<file path="src/hw/rtl/spiral_pattern_pixel_generator_assert.svh">
// assertion macros used by the spiral generator top level
`ifndef SPIRAL_PATTERN_PIXEL_GENERATOR_ASSERT_SVH
`define SPIRAL_PATTERN_PIXEL_GENERATOR_ASSERT_SVH

// same-cycle implication, sampled on clk, off during reset
`define SPPG_ASSERT_IMPL(lbl, ante, cons, msg) \
	lbl: assert property (@(posedge clk) disable iff (!arst_n) (ante) |-> (cons)) \
		else $error(msg);

// next-cycle implication, sampled on clk, off during reset
`define SPPG_ASSERT_NEXT(lbl, ante, cons, msg) \
	lbl: assert property (@(posedge clk) disable iff (!arst_n) (ante) |=> (cons)) \
		else $error(msg);

`endif

</file>
<file path="src/hw/rtl/sppg_pkg.sv">
// shared constants and tables of the spiral pixel generator
package sppg_pkg;
	localparam int CORDIC_STEPS = 28;
	localparam int CENTER_BITS = 16;
	localparam int DELTA_BITS = CENTER_BITS + 1;
	localparam int DSQ_BITS = 2 * CENTER_BITS + 2;
	localparam int DIST_BITS = 25;
	localparam int TURN_FRAC = 32;
	localparam int T_BITS = 17;
	localparam int W_BITS = 17;
	localparam int TWIST_BITS = 24;
	localparam int THICK3_BITS = 10;

	// atan(2^-i) in 2^-32 turn units
	localparam logic [29:0] ATAN_TURNS [CORDIC_STEPS] = '{
		30'd536870912, 30'd316933406, 30'd167458907, 30'd85004756, 30'd42667331,
		30'd21354465, 30'd10679838, 30'd5340245, 30'd2670163, 30'd1335087,
		30'd667544, 30'd333772, 30'd166886, 30'd83443, 30'd41722, 30'd20861,
		30'd10430, 30'd5215, 30'd2608, 30'd1304, 30'd652, 30'd326, 30'd163,
		30'd81, 30'd41, 30'd20, 30'd10, 30'd5
	};

	localparam logic [31:0] CORDIC_INV_GAIN = 32'd652032874;

	typedef enum logic [2:0] {
		REG_COLORS_A,
		REG_COLORS_B,
		REG_FIFTH_BG,
		REG_CENTER,
		REG_ARM_COUNT,
		REG_TWIST,
		REG_THICKNESS,
		REG_MODE
	} cfg_reg_t;
endpackage

</file>
<file path="src/hw/rtl/sppg_div.sv">
// pipelined restoring divide: ramp = floor(phase * 2^22 / (thick3 * 2^ANGLE_BITS))
module sppg_div import sppg_pkg::*; #(
	parameter int ANGLE_BITS = 16
) (
	input  logic                   clk,
	input  logic                   en,
	input  logic [ANGLE_BITS-1:0]  phase,
	input  logic [THICK3_BITS-1:0] thick3,
	output logic [T_BITS-1:0]      ramp
);
	localparam int NUM_SHIFT = 22;
	localparam int RW = ANGLE_BITS + THICK3_BITS + T_BITS - 1;

	logic [RW-1:0] rem_s [T_BITS];
	logic [T_BITS-1:0] q_s [T_BITS];

	// quotient is exact only inside the shaded band, which is all that uses it
	for (genvar j = 0; j < T_BITS; j++) begin : g_bit
		logic [RW-1:0] cur_r, dk;
		logic [T_BITS-1:0] cur_q;

		if (j == 0) begin : g_first
			assign cur_r = RW'(phase) << NUM_SHIFT;
			assign cur_q = '0;
		end else begin : g_next
			assign cur_r = rem_s[j-1];
			assign cur_q = q_s[j-1];
		end

		assign dk = RW'(thick3) << (ANGLE_BITS + T_BITS - 1 - j);

		always_ff @(posedge clk) begin
			if (en) begin
				if (cur_r >= dk) begin
					rem_s[j] <= cur_r - dk;
					q_s[j] <= cur_q | (T_BITS'(1) << (T_BITS - 1 - j));
				end else begin
					rem_s[j] <= cur_r;
					q_s[j] <= cur_q;
				end
			end
		end
	end

	assign ramp = q_s[T_BITS-1];
endmodule

</file>
<file path="config.mk">
export PLATFORM = sky130hd
export DESIGN_NAME = sppg_div
export DESIGN_NICKNAME = d
export VERILOG_FILES = /design/src/hw/rtl/spiral_pattern_pixel_generator_assert.svh /design/src/hw/rtl/sppg_pkg.sv /design/src/hw/rtl/sppg_div.sv
export SDC_FILE = /design/constraint.sdc
export NUM_CORES = 1
export LEC_CHECK = 0
export BUFFER_PORTS_ARGS = -buffer_cell sky130_fd_sc_hd__buf_4
export CORE_MARGIN = 2
export CORE_UTILIZATION = 40
export DETAILED_ROUTE_END_ITERATION = 12
export SYNTH_ARGS = -nofsm -noshare
export SYNTH_HDL_FRONTEND = slang
export SYNTH_SLANG_ARGS = --single-unit
</file>
<file path="constraint.sdc">
create_clock -name clk -period 4.6 [get_ports clk]
set_input_delay 0.92 -clock clk [delete_from_list [all_inputs] [get_ports clk]]
set_output_delay 0.92 -clock clk [all_outputs]
set_load 0.03 [all_outputs]
</file>
==> results.txt <==
----------------------------------------------------
[STA]
  Upper clock frequency limit ... 276 MHz
  Total setup violations reported at the end of the flow ... 0
  Final slew viol count ... 0
  Tmin final ... 3.62 ns
  RSZ-0062 raised after global routing ... no
  Worst Hold Slack ... 0.408 ns
  Worst clock skew ... 0.0199 ns
  Final Hold Vio Count ... 0
  Worst Max-Slew Pin Slew ... 1.01 ns
  Tightest slew margin relative to the limit ... 32.4%
  Setup total negative slack ... 0 ns
  Share of the cycle needed by the critical path after routing ... 78.8%

[Clock network]
  Setup Buffers After CTS ... 0
  Worst-skew pair later-pin latency ... 0.61 ns
  Resized cells post-CTS ... 0
  H-Tree Level Count ... 2
  Clock sink count ... 488
  Number of buffers inserted by hold repair at cts ... 0
  Clock transition at path regs ... 0.06 ns
  Clock Root Buffer ... clkbuf_16
  CTS tree ... done
  Inserted Clock Buffers ... 50
  Worst-case clock buffer depth ... 3

[Placed design]
  Final GP Congestion ... 0.897
  Detailed Place HPWL ... 40600 µm
  Number of I/O port buffers ... 44
  Inst Count DP ... 3074

[Yosys]
  Share of flip-flops with an asynchronous set or reset after synthesis ... 0%
  Yosys reg bits ... 488
  Synth top cells by count ... edfxtp_1 (488), nor2_1 (182), ha_1 (165)
  Top area cells in the synthesized netlist ... edfxtp_1 (56%), ha_1 (7.9%), xor2_1 (3.8%)
  Post-Synthesis Mean Instance Area ... 12.0 µm²
  Synth unique cells ... 72
  Post-synthesis cell type with the largest combined area ... edfxtp_1
  Post-synthesis net count ... 2388
  Warning count from the yosys run ... 0
  Most frequently used cell type in the post-synthesis netlist ... edfxtp_1
  Number of standard cells after synthesis ... 2179
  Most used DFF post-synth ... edfxtp_1
  Syn Std Cell Area ... 26200 µm²
  Share of the synthesized area in the top cell type ... 56.0%
  Portion of the post-synthesis area used by sequential elements ... 56.0%
  Number of synthesized flops with an enable pin ... 488

[GRT]
  Global-route congestion overflow total ... 0
  Largest net degree at the start of global routing ... 150
  Global-route wire length before repair ... 90900 µm
  Number of antenna violations at the first check in global routing ... 1
  Total routing usage reported by global routing ... 16.9%
  Number of global-route vias before repair ... 16900

[Setup path]
  Cell at the slowest stage of the critical path ... inv_1
  Endpoint of the worst-slack reg-to-reg timing path ... rem_s[8][39]
  Crit path launch type ... primary input
  Crit-path leading delay family ... buffers and inverters
  Critical Path, Cell by Cell ... buf_4 > inv_1 > ha_1 > and4_1 > nand2_1 > o311ai_0 > nor4_1 > nand2_1 > nor2_1 > inv_1 > nand2_1 > o31ai_1 > o21ai_0
  Number of buffers and inverters on the critical path ... 3
  Length in cells of the worst reg-to-reg path ... 11
  Register-to-register setup slack ... 1.39 ns
  Delay of the slowest critical-path stage ... 0.53 ns
  Nature of the critical path endpoint ... flip-flop
  Worst path arrival time ... 3.97 ns
  Launch point of the worst reg-to-reg path ... rem_s[7][24]
  Critical-path maximum fanout ... 14
  Required time of the worst setup path ... 4.94 ns
  Cell seen most often among critical-path stages ... nand2_1
  Kind of critical path ... in2reg

[Detailed routing]
  Number of vias in the routed layout ... 17200
  Number of iterations in the first detailed-routing pass ... 5
  DRT antenna net count ... 0
  DRT Wirelength ... 57000 µm
  Wire per inst ... 18.0 µm
  Violation count after the first detailed-routing iteration ... 1348
  Drt drc ... 0
  Drt via density ... 5.45

[Cells and area]
  Share of the core filled with cells ... 45.7%
  Final nets ... 2480
  Share of cells above drive strength 1 ... 10.2%
  Number of filler cells placed in the layout ... 5826
  Number of standard cells in the layout, taps in and fillers out ... 3167
  Ant diodes ... 0
  Footprint of the multi-input gates ... 11000 µm²
  FF+latch area ... 14700 µm²
  Area growth from synthesis to layout ... 12.7%

[Hold path]
  Worst min path class ... reg2reg
  Worst-case hold path end point ... q_s[9][9]
  Hold Startpoint ... q_s[8][9]
  Cell count of the worst hold path ... 0

[Floorplanning]
  Die Span Y ... 260 µm
  Std-Cell Core Area ... 64600 µm²
  I/O Pins ... 45
  Std cell rows ... 93
  DIE WIDTH ... 260 µm
  Initial cell density of the core ... 40.5%
  Area of the die ... 67500 µm²

[Pwr]
  Leakage Power ... 0.0108 µW
  Power per standard cell area ... 525 nW/µm²
  Peak VDD IR ... 288 µV

[Status]
  Run status ... complete, no violations

[Job]
  Maximum capacitance violations ... 0

----------------------------------------------------
==> area by class of cell <==
class / instances / area share (%)
flip-flops and latches: 488 / 49.7
multi-input cells: 1565 / 37.4
clock buffers: 55 / 4.30
well taps: 855 / 3.63
repair buffers: 95 / 2.61
clock inverters: 38 / 1.50
inverters: 71 / 0.903
==> state kept, by name, summed over array words and instances (netlist names) <==
signal  count
rem_s     335
q_s       153
==> stage by stage <==
step | total power [µW] | instance area [µm²] | worst slack [ns]
floorplan | 10100 | 26200 | 0.735
global placement | 11200 | 27800 | 0.530
detailed placement | 11300 | 27800 | 0.417
CTS | 15600 | 29500 | 1.04
global route | 16400 | 29500 | 0.707
finish | 15500 | 29500 | 0.975
==> metal layers <==
| layer | wire length (µm) | vias to the layer above | global-route usage [%] | share of wire [%] |
|---|---|---|---|---|
| li1 | - | 8376 | - | - |
| met1 | 26600 | 8301 | 23.7 | 47 |
| met2 | 25800 | 441 | 26.9 | 45 |
| met3 | 2660 | 127 | 2.27 | 4.7 |
| met4 | 1890 | 0 | 6.02 | 3.3 |
| met5 | 0 | - | 0 | 0 |
==> worst reg2reg max path: cells and delay by family, from the launching register on <==
kind                     cells  cell delay [ns]
XOR/XNOR                     1             0.11
buffers and inverters        1             0.05
flip-flops                   1             0.36
adder cells (fa/ha/maj)      2             0.62
AND/OR/NAND/NOR              5             1.18
AO/OA/AOI/OAI                2             0.65
==> report_power, final <==
group | switching [µW] | internal (µW) | leakage (µW)
registers | 677 | 6130 | 0.00462
logic | 2430 | 2020 | 0.00534
clock network | 1770 | 2460 | 0.000819
==> placed cells by master, fill, tap and decap left out, drive strengths merged, types with 55 or more instances in the layout <==
| master | count |
|---|---|
| xor2 | 114 |
| ha | 165 |
| buf | 95 |
| nor2 | 183 |
| inv | 71 |
| edfxtp | 488 |
| xnor2 | 92 |
| a21oi | 155 |
| nand2 | 136 |
| nor3 | 62 |
| o21ai | 118 |
| clkbuf | 55 |
==> logic make-up (layout without fill, tap and decap cells) <==
group / after synthesis / after routing / synth area share (%)
flip-flops: 488 / 488 / 56.0
adder cells (fa/ha/maj): 181 / 181 / 9.11
multiplexers: 44 / 44 / 1.92
AND/OR/NAND/NOR: 678 / 678 / 13.5
XOR/XNOR: 206 / 206 / 6.89
AO/OA/AOI/OAI: 456 / 456 / 10.7
buffers and inverters: 126 / 259 / 1.86
==> worst max path at each step <==
stage | from | endpoint | slack, ns | cells after the start
finish | thick3[7] | rem_s[15][29] | 0.98 | 13
global route | thick3[7] | rem_s[15][29] | 0.71 | 13
CTS | thick3[7] | rem_s[15][31] | 1.04 | 13
detailed placement | thick3[7] | rem_s[15][31] | 0.42 | 13
global placement | thick3[7] | rem_s[15][29] | 0.53 | 13
floorplan | thick3[1] | rem_s[9][38] | 0.73 | 10
Power figures use the tool's default switching activity.
